--- src/sv/wsi_pkg.sv ---
// Shared types, constants and helpers for the wheel spin integrator.
// Depends on nothing; imported by wsi_seq, wsi_mul, wheel_spin_integrator_core and tb_top.

package wsi_pkg;

    // Widths of the configuration port and of the shared multiplier.
    localparam int CFG_IDX_W = 3;
    localparam int CFG_W     = 31;
    localparam int OP_A_W    = 33;
    localparam int OP_B_W    = 31;
    localparam int PROD_W    = OP_A_W + OP_B_W;

    // Configuration register indexes.
    typedef enum logic [CFG_IDX_W-1:0] {
        CFG_BRAKE_CAP   = 3'd0,
        CFG_BRAKE_DECEL = 3'd1,
        CFG_FREEWHEEL   = 3'd2,
        CFG_SPIN_LIMIT  = 3'd3,
        CFG_SLOW_SPIN   = 3'd4
    } cfg_index_t;

    // Register values after reset (Q16.16).
    localparam logic [CFG_W-1:0] BRAKE_CAP_RST   = 31'd6553600;
    localparam logic [CFG_W-1:0] BRAKE_DECEL_RST = 31'd65536000;
    localparam logic [CFG_W-1:0] FREEWHEEL_RST   = 31'd32768000;
    localparam logic [CFG_W-1:0] SPIN_LIMIT_RST  = 31'd589824000;
    localparam logic [CFG_W-1:0] SLOW_SPIN_RST   = 31'd6553600;

    // Sequencer state.
    typedef enum logic {
        SEQ_IDLE,
        SEQ_RUN
    } seq_state_t;

    // A step per cycle, but STEP_RESULT may stall; each product is stored a step later.
    typedef enum logic [3:0] {
        STEP_TORQUE_DT = 4'd0,
        STEP_DECEL     = 4'd1,
        STEP_DELTA     = 4'd2,
        STEP_DROP_DT   = 4'd3,
        STEP_CAPACITY  = 4'd4,
        STEP_DROP      = 4'd5,
        STEP_MOMENTUM  = 4'd6,
        STEP_KEEP      = 4'd7,
        STEP_RESULT    = 4'd8
    } step_t;

    // Control from the sequencer to the datapath.
    typedef struct packed {
        logic  run;
        logic  start;
        logic  finish;
        step_t step;
    } seq_ctl_t;

    // Saturate a shifted product at 2^32; anything that large clamps the same way later.
    function automatic logic [32:0] sat_33(input logic [47:0] q);
        if (|q[47:32])
        begin
            return 33'h1_0000_0000;
        end
        return {1'b0, q[31:0]};
    endfunction

    // Saturate a shifted product at 2^31, above any spin magnitude.
    function automatic logic [31:0] sat_32(input logic [47:0] q);
        if (|q[47:31])
        begin
            return 32'h8000_0000;
        end
        return {1'b0, q[30:0]};
    endfunction

endpackage

--- src/sv/wsi_mul.sv ---
// Shared unsigned multiplier with a registered product.
// Depends on wsi_pkg for the operand and product widths.

module wsi_mul (
    input  logic                        clk,
    input  logic [wsi_pkg::OP_A_W-1:0]  op_a,
    input  logic [wsi_pkg::OP_B_W-1:0]  op_b,
    output logic [wsi_pkg::PROD_W-1:0]  prod_reg
);
    import wsi_pkg::*;

    // Full-width product, registered before anything uses it.
    always_ff @(posedge clk)
    begin
        prod_reg <= op_a * op_b;
    end

endmodule

--- src/sv/wsi_seq.sv ---
// Sequencer that walks one frame through the steps of the shared multiplier.
// Depends on wsi_pkg for the state, step and control types.

module wsi_seq (
    input  logic              clk,
    input  logic              rst_n,
    input  logic              in_valid,
    input  logic              out_free,
    output logic              in_ready,
    output wsi_pkg::seq_ctl_t ctl
);
    import wsi_pkg::*;

    seq_state_t state_reg, state_next;
    step_t      step_reg, step_next;

    // State and step registers.
    always_ff @(posedge clk or negedge rst_n)
    begin
        if (!rst_n)
        begin
            state_reg <= SEQ_IDLE;
            step_reg  <= STEP_TORQUE_DT;
        end
        else
        begin
            state_reg <= state_next;
            step_reg  <= step_next;
        end
    end

    // Next state and control outputs.
    always_comb
    begin
        state_next = state_reg;
        step_next  = step_reg;
        in_ready   = 1'b0;
        ctl.run    = (state_reg == SEQ_RUN);
        ctl.start  = 1'b0;
        ctl.finish = 1'b0;
        ctl.step   = step_reg;
        unique case (state_reg)
            SEQ_IDLE:
            begin
                in_ready = 1'b1;
                if (in_valid)
                begin
                    ctl.start  = 1'b1;
                    state_next = SEQ_RUN;
                    step_next  = STEP_TORQUE_DT;
                end
            end
            SEQ_RUN:
            begin
                if (step_reg == STEP_RESULT)
                begin
                    // The result waits here until the output register is free.
                    if (out_free)
                    begin
                        ctl.finish = 1'b1;
                        state_next = SEQ_IDLE;
                    end
                end
                else
                begin
                    step_next = step_t'(step_reg + 4'd1);
                end
            end
            default:
            begin
                state_next = SEQ_IDLE;
            end
        endcase
    end

endmodule

--- src/sv/wheel_spin_integrator_core.sv ---
// Top level of the wheel spin integrator: configuration registers, datapath, result register.
// Depends on wsi_pkg, wsi_seq and wsi_mul.
//
// Usage:
//   The input channel (in_valid/in_ready) takes one request per wheel frame, with its
//   time step, torque, inertias, brake factor, rev limit and the gas, reverse and
//   locked flags. The output channel (out_valid/out_ready) returns one result per
//   request: the new spin, inertia_kept and spin_kept.
//   The configuration channel (cfg_valid/cfg_ready) is always ready; cfg_index picks
//   one of five registers and cfg_data is written to it. Unused indexes are ignored.
//   Write it only while no request is in flight.
//   A request walks the sequencer steps in order, and out_valid is set as the result step
//   finishes. The seven products of a frame share one multiplier, one product per cycle,
//   and a frame starts only when the previous one has left the sequencer, so a new
//   request is not taken before the last one is through.
//   Reset clears the stored spin to zero and loads the register defaults.
//   When the receiver stalls, the result stays in the output register; the next
//   request is accepted and worked on, and waits in its last step until the
//   output register is free.

module wheel_spin_integrator_core (
    input  logic                           clk,
    input  logic                           rst_n,
    input  logic                           in_valid,
    output logic                           in_ready,
    input  logic [16:0]                    time_step,
    input  logic signed [31:0]             drive_torque,
    input  logic [30:0]                    wheel_inertia,
    input  logic [30:0]                    inverse_inertia,
    input  logic [16:0]                    brake_amount,
    input  logic signed [31:0]             rev_limit,
    input  logic                           gas_released,
    input  logic                           reverse_gear,
    input  logic                           wheel_locked,
    output logic                           out_valid,
    input  logic                           out_ready,
    output logic signed [31:0]             new_spin,
    output logic                           inertia_kept,
    output logic                           spin_kept,
    input  logic                           cfg_valid,
    output logic                           cfg_ready,
    input  logic [wsi_pkg::CFG_IDX_W-1:0]  cfg_index,
    input  logic [wsi_pkg::CFG_W-1:0]      cfg_data
);
    import wsi_pkg::*;

    // Configuration registers.
    logic [CFG_W-1:0] bcap_reg, bdecel_reg, freewheel_reg, slimit_reg, slow_reg;

    // Captured request fields.
    logic [16:0]        dt_reg;
    logic signed [31:0] torque_reg;
    logic [30:0]        inertia_reg;
    logic [30:0]        inv_reg;
    logic [16:0]        brake_reg;
    logic signed [31:0] rev_reg;
    logic               gas_reg;
    logic               reverse_reg;
    logic               locked_reg;

    // Intermediate results of the step sequence.
    logic [31:0] m1_reg;
    logic [31:0] decel_reg;
    logic [32:0] dmag_reg;
    logic [32:0] e1_reg;
    logic [30:0] amag_reg;
    logic        neg_reg;
    logic [31:0] cap_reg;
    logic [31:0] drop_reg;
    logic        keep_spin_reg;
    logic        keep_inertia_reg;
    logic [30:0] slowed_reg;

    // Stored spin and the result register.
    logic signed [31:0] spin_rate_reg;
    logic               out_valid_reg;
    logic signed [31:0] new_spin_reg;
    logic               inertia_kept_reg;
    logic               spin_kept_reg;

    // Datapath wiring.
    seq_ctl_t            ctl;
    logic                out_free;
    logic [OP_A_W-1:0]   op_a;
    logic [OP_B_W-1:0]   op_b;
    logic [PROD_W-1:0]   prod_reg;
    logic [47:0]         prod_q;
    logic [31:0]         tmag;
    logic [31:0]         decel_sel;
    logic signed [34:0]  cand;
    logic signed [34:0]  delta;
    logic signed [34:0]  lim35;
    logic signed [34:0]  mag35;
    logic [30:0]         cand_amag;
    logic                cand_neg;
    logic [32:0]         momentum;
    logic                keep_spin_c;
    logic                keep_inertia_c;
    logic [30:0]         slowed_c;
    logic signed [31:0]  result_c;

    assign cfg_ready    = 1'b1;
    assign out_free     = !out_valid_reg || out_ready;
    assign out_valid    = out_valid_reg;
    assign new_spin     = new_spin_reg;
    assign inertia_kept = inertia_kept_reg;
    assign spin_kept    = spin_kept_reg;

    // Sequencer.
    wsi_seq u_seq (
        .clk      (clk),
        .rst_n    (rst_n),
        .in_valid (in_valid),
        .out_free (out_free),
        .in_ready (in_ready),
        .ctl      (ctl)
    );

    // Shared multiplier.
    wsi_mul u_mul (
        .clk      (clk),
        .op_a     (op_a),
        .op_b     (op_b),
        .prod_reg (prod_reg)
    );

    // Configuration writes.
    always_ff @(posedge clk or negedge rst_n)
    begin
        if (!rst_n)
        begin
            bcap_reg      <= BRAKE_CAP_RST;
            bdecel_reg    <= BRAKE_DECEL_RST;
            freewheel_reg <= FREEWHEEL_RST;
            slimit_reg    <= SPIN_LIMIT_RST;
            slow_reg      <= SLOW_SPIN_RST;
        end
        else if (cfg_valid && cfg_ready)
        begin
            unique case (cfg_index)
                CFG_BRAKE_CAP:   bcap_reg      <= cfg_data;
                CFG_BRAKE_DECEL: bdecel_reg    <= cfg_data;
                CFG_FREEWHEEL:   freewheel_reg <= cfg_data;
                CFG_SPIN_LIMIT:  slimit_reg    <= cfg_data;
                CFG_SLOW_SPIN:   slow_reg      <= cfg_data;
                default:
                begin
                end
            endcase
        end
    end

    // Capture the request when it is accepted.
    always_ff @(posedge clk)
    begin
        if (ctl.start)
        begin
            dt_reg      <= time_step;
            torque_reg  <= drive_torque;
            inertia_reg <= wheel_inertia;
            inv_reg     <= inverse_inertia;
            brake_reg   <= brake_amount;
            rev_reg     <= rev_limit;
            gas_reg     <= gas_released;
            reverse_reg <= reverse_gear;
            locked_reg  <= wheel_locked;
        end
    end

    // Torque magnitude; the most negative torque gives exactly 2^31.
    assign tmag   = torque_reg[31] ? (~torque_reg + 32'd1) : torque_reg;
    assign prod_q = prod_reg[63:16];

    // Operand selection for the product issued in each step.
    always_comb
    begin
        op_a = '0;
        op_b = '0;
        unique case (ctl.step)
            STEP_TORQUE_DT:
            begin
                op_a = {1'b0, tmag};
                op_b = {14'd0, dt_reg};
            end
            STEP_DECEL:
            begin
                op_a = {2'b0, bdecel_reg};
                op_b = {14'd0, brake_reg};
            end
            STEP_DELTA:
            begin
                op_a = {1'b0, m1_reg};
                op_b = inv_reg;
            end
            STEP_DROP_DT:
            begin
                op_a = {1'b0, decel_reg};
                op_b = {14'd0, dt_reg};
            end
            STEP_CAPACITY:
            begin
                op_a = {2'b0, bcap_reg};
                op_b = {14'd0, brake_reg};
            end
            STEP_DROP:
            begin
                op_a = e1_reg;
                op_b = inv_reg;
            end
            STEP_MOMENTUM:
            begin
                op_a = {2'b0, amag_reg};
                op_b = inertia_reg;
            end
            STEP_KEEP, STEP_RESULT:
            begin
            end
            default:
            begin
            end
        endcase
    end

    // Deceleration: brake when braking, drag when the gas is released, else none.
    always_comb
    begin
        if (brake_reg != 17'd0)
        begin
            decel_sel = prod_q[31:0];
        end
        else if (gas_reg)
        begin
            decel_sel = {1'b0, freewheel_reg};
        end
        else
        begin
            decel_sel = '0;
        end
    end

    // Candidate spin: stored spin plus the signed increment, clamped to the spin limit.
    always_comb
    begin
        delta = torque_reg[31] ? -$signed({2'b0, dmag_reg}) : $signed({2'b0, dmag_reg});
        cand  = $signed({{3{spin_rate_reg[31]}}, spin_rate_reg}) + delta;
        lim35 = $signed({4'b0, slimit_reg});
        mag35 = cand[34] ? -cand : cand;
        if (cand > lim35)
        begin
            cand_amag = slimit_reg;
            cand_neg  = 1'b0;
        end
        else if (cand < -lim35)
        begin
            cand_amag = slimit_reg;
            cand_neg  = 1'b1;
        end
        else
        begin
            cand_amag = mag35[30:0];
            cand_neg  = cand[34];
        end
    end

    // Momentum against brake capacity, and the spin slowed without crossing zero.
    assign momentum       = sat_33(prod_q);
    assign keep_spin_c    = momentum > {1'b0, cap_reg};
    assign keep_inertia_c = keep_spin_c || (amag_reg < slow_reg);
    assign slowed_c       = ({1'b0, amag_reg} > drop_reg) ? (amag_reg - drop_reg[30:0]) : '0;

    // Sign (zero when the spin is not kept), forward-gear floor, rev limit and lock.
    always_comb
    begin
        if (keep_spin_reg)
        begin
            result_c = neg_reg ? -$signed({1'b0, slowed_reg}) : $signed({1'b0, slowed_reg});
        end
        else
        begin
            result_c = '0;
        end
        if (!reverse_reg && result_c < 0)
        begin
            result_c = '0;
        end
        if (!rev_reg[31])
        begin
            if (result_c > rev_reg)
            begin
                result_c = rev_reg;
            end
        end
        else if (result_c < rev_reg)
        begin
            result_c = rev_reg;
        end
        if (locked_reg)
        begin
            result_c = '0;
        end
    end

    // Store each product as it leaves the multiplier, one step behind its issue.
    always_ff @(posedge clk)
    begin
        if (ctl.run)
        begin
            unique case (ctl.step)
                STEP_DECEL:
                begin
                    m1_reg <= prod_q[31:0];
                end
                STEP_DELTA:
                begin
                    decel_reg <= decel_sel;
                end
                STEP_DROP_DT:
                begin
                    dmag_reg <= sat_33(prod_q);
                end
                STEP_CAPACITY:
                begin
                    e1_reg   <= prod_q[32:0];
                    amag_reg <= cand_amag;
                    neg_reg  <= cand_neg;
                end
                STEP_DROP:
                begin
                    cap_reg <= prod_q[31:0];
                end
                STEP_MOMENTUM:
                begin
                    drop_reg <= sat_32(prod_q);
                end
                STEP_KEEP:
                begin
                    keep_spin_reg    <= keep_spin_c;
                    keep_inertia_reg <= keep_inertia_c;
                    slowed_reg       <= slowed_c;
                end
                STEP_TORQUE_DT, STEP_RESULT:
                begin
                end
                default:
                begin
                end
            endcase
        end
    end

    // Stored spin and output handshake.
    always_ff @(posedge clk or negedge rst_n)
    begin
        if (!rst_n)
        begin
            spin_rate_reg <= '0;
            out_valid_reg <= 1'b0;
        end
        else if (ctl.finish)
        begin
            spin_rate_reg <= result_c;
            out_valid_reg <= 1'b1;
        end
        else if (out_ready)
        begin
            out_valid_reg <= 1'b0;
        end
    end

    // Result payload.
    always_ff @(posedge clk)
    begin
        if (ctl.finish)
        begin
            new_spin_reg     <= result_c;
            inertia_kept_reg <= keep_inertia_reg;
            spin_kept_reg    <= keep_spin_reg;
        end
    end

`ifndef SYNTH
    // The block takes one request at a time.
    a_one_in_flight: assert property (@(posedge clk) disable iff (!rst_n)
        in_valid && in_ready |=> !in_ready)
        else $error("request accepted while another is in flight");

    // A wheel that did not keep its spin reports zero.
    a_stopped_zero: assert property (@(posedge clk) disable iff (!rst_n)
        out_valid && !spin_kept |-> new_spin == 32'sd0)
        else $error("stopped wheel reports non-zero spin");

    // Kept spin always keeps the inertia.
    a_keep_inertia: assert property (@(posedge clk) disable iff (!rst_n)
        out_valid && spin_kept |-> inertia_kept)
        else $error("spin kept but inertia dropped");

    // A locked wheel gives zero on its fresh result.
    a_locked_zero: assert property (@(posedge clk) disable iff (!rst_n)
        $rose(out_valid) && locked_reg |-> new_spin == 32'sd0)
        else $error("locked wheel reports non-zero spin");
`endif

endmodule

--- config.mk ---
export PLATFORM = sky130hd
export DESIGN_NAME = wheel_spin_integrator_core
export DESIGN_NICKNAME = d
export VERILOG_FILES = /design/src/sv/wsi_pkg.sv /design/src/sv/wsi_mul.sv /design/src/sv/wsi_seq.sv /design/src/sv/wheel_spin_integrator_core.sv
export SDC_FILE = /design/constraint.sdc
export NUM_CORES = 2
export LEC_CHECK = 0
export BUFFER_PORTS_ARGS = -buffer_cell sky130_fd_sc_hd__clkbuf_2
export CELL_PAD_IN_SITES_DETAIL_PLACEMENT = 0
export CELL_PAD_IN_SITES_GLOBAL_PLACEMENT = 1
export CORE_ASPECT_RATIO = 1.5
export CORE_MARGIN = 1
export CORE_UTILIZATION = 35
export CTS_BUF_LIST = sky130_fd_sc_hd__clkbuf_4 sky130_fd_sc_hd__clkbuf_8 sky130_fd_sc_hd__clkbuf_16
export DETAILED_ROUTE_END_ITERATION = 10
export GPL_ROUTABILITY_DRIVEN = 1
export PLACE_DENSITY_LB_ADDON = 0.05
export REMOVE_ABC_BUFFERS = 1
export SETUP_SLACK_MARGIN = 0.05
export SLEW_MARGIN = 20
export SYNTH_ARGS = -nofsm -noshare
export SYNTH_HDL_FRONTEND = slang
export SYNTH_HIERARCHICAL = 1
export SYNTH_SLANG_ARGS = --single-unit
--- constraint.sdc ---
create_clock -name clk -period 15.5 [get_ports clk]
set_input_delay 0 -clock clk [delete_from_list [all_inputs] [get_ports clk]]
set_output_delay 0 -clock clk [all_outputs]
set_load 0.01 [all_outputs]
==> qor.txt <==
Status: complete, no violations
Final setup vio count: 0
Fin. Hold Viols: 0
Post-DP HPWL: 187 mm
FILL cells: 19500
Final WL: 245 mm
Layout cells sized above 1: 10.2%
RSZ-0062 raised after global routing: no
Mean number of vias per cell: 5.13
Startpoint types: register
F_max: 91.1 MHz
Grt met1 use: 28.5%
Post-route ant nets: 0
CTS tree: built
Largest net degree at the start of global routing: 95
Netlist Area Pre-Place: 0.0700 mm²
Die H: 550 µm
Pre-antenna DRT Iters: 6
# DRC: 0
DR WL/cell: 24.1 µm
Worst Hold Path Cells: 5
Clk_skew: 0.0369 ns
CTS max path bufs: 3
Hold_ws: 0.0562 ns
Worst hold path class: in -> reg
Avg Inst Size Synth: 9.93 µm²
Die ar.: 0.202 mm²
Worst reg-to-reg path cell count: 29
Crit share post-route: 70.8%
Most common cell on crit path: fa_1
Clock-pin slew on the worst setup and hold paths: 0.06 ns
Slew Viols, Final: 0
Worst-Skew Late Latency: 0.71 ns
GRT Util Overall: 24.6%
Worst setup EP type: register
Setup_tns: 0 ns
I/O pins: 239
Synth warn: 6
Gpl congestion: 0.872
Met3 Use GR: 2.29%
Crit path required time: 16.11 ns
Max Cap Viol: 0
Area Overhead vs Synth: 15.2%
Worst EP arrival: 11.59 ns
Post-Synthesis Cells: 7053
Worst-Margin Slew: 1.11 ns
Max incr delay on CP: 0.63 ns
Core ar.: 0.198 mm²
Antenna violations before repair: 12
Critical path class: reg -> reg
Initial DRC Count: 2555
Critical Path Fanout Max: 34
Grt peak-use layer: met2
Fin crit period: 10.97 ns
CTS Root Cell: clkbuf_16
Via Count: 52100
Rel. slew slack: 25.8%
PnR worst setup slack: 4.53 ns
First-pass GRT wire length: 369 mm
Setup WS pre-CTS: 4.47 ns
Met2 Resource Use GR: 46.4%
Vias in the first global route: 56900
Clock sinks: 697
Max stage delay cell, worst path: nand2_2
PortBufs: 237
H-tree Lvls: 3
Starting Density: 35.3%
# Post-CTS Setup Buffers: 0
Global route overflow: 0
NumNets Final: 9032
Flop2flop setup slack: 4.53 ns
Largest register FFs: 48
Die X: 367 µm
Row count: 200
Num CTS Buffers: 82
## final cells by class
type                    count  area (µm²)  share of cell area (%)
diodes                     12        30.0                  0.0372
clock buffers             116        2430                    3.01
clock inverters            35         438                   0.543
inverters                1130        4250                    5.27
multi-input cells        4857       45200                    56.1
flip-flops and latches    697       19500                    24.2
well taps                2626        3290                    4.07
repair buffers            690        5500                    6.81
## metal layers
layer  routed length [µm]  up-vias
li1                     -    23800
met1                96900    26900
met2               130000     1041
met3                 7880      348
met4                 9950        0
met5                    0        -
## worst paths after layout
check | startpoint | endpoint
max | u_seq/step_reg[0] | u_mul/prod_reg[55]
min | cfg_index[0] | slow_reg[2]
max reg2reg | u_seq/step_reg[0] | u_mul/prod_reg[55]
min reg2reg | u_mul/prod_reg[48] | e1_reg[32]
max in group asynchronous | rst_n | bdecel_reg[15]
min in group asynchronous | rst_n | spin_rate_reg[17]
## cell usage in the layout (no fill, tap or decap), types with 23 or more instances in the layout
cell type	n
a21o_1	92
a21oi_1	203
a221oi_1	31
a22oi_1	95
and2_1	519
buf_4	101
clkbuf_16	85
clkbuf_2	236
dfrtp_1	170
dfstp_2	23
dfxtp_1	48
dlygate4sd3_1	351
edfxtp_1	456
fa_1	897
ha_1	475
inv_1	1129
mux2_2	129
mux2i_1	32
nand2_1	852
nand2b_1	28
nand3_1	98
nand3b_1	35
nand4_1	90
nor2_1	176
nor2b_1	64
nor3_1	60
o21a_1	38
o21ai_0	200
o21ai_2	27
o221ai_1	34
o31ai_1	36
or3_1	27
or4_1	30
xnor2_1	139
xor2_1	106
## metrics by stage
step | util [%] | area [µm²] | cells
2_1_floorplan | - | 68600 | 6684
3_3_place_gp | 37.4 | 74200 | 9648
3_5_place_dp | 37.4 | 74200 | 9648
4_1_cts | 40.6 | 80600 | 10200
5_1_grt | 40.6 | 80700 | 10200
6_report | 40.7 | 80700 | 10200
## worst max-delay path, delay by kind of cell (launching register included)
family	cells	cell delay [ns]
flops	1	0.62
fa+ha+maj	9	4.53
compound gates	4	1.77
simple gates	9	2.94
xor+xnor	1	0.16
buf+inv	6	0.74
## what timing repair did
item | 4_1_cts | 5_1_grt
hold buffers | 352 | 0
hold endpoints to repair | 410 | 0
resized for setup | 0 | 0
Power is left out: the tool's default activity adds up to more than one toggle a clock period on the data nets, which glitch-free logic cannot reach.
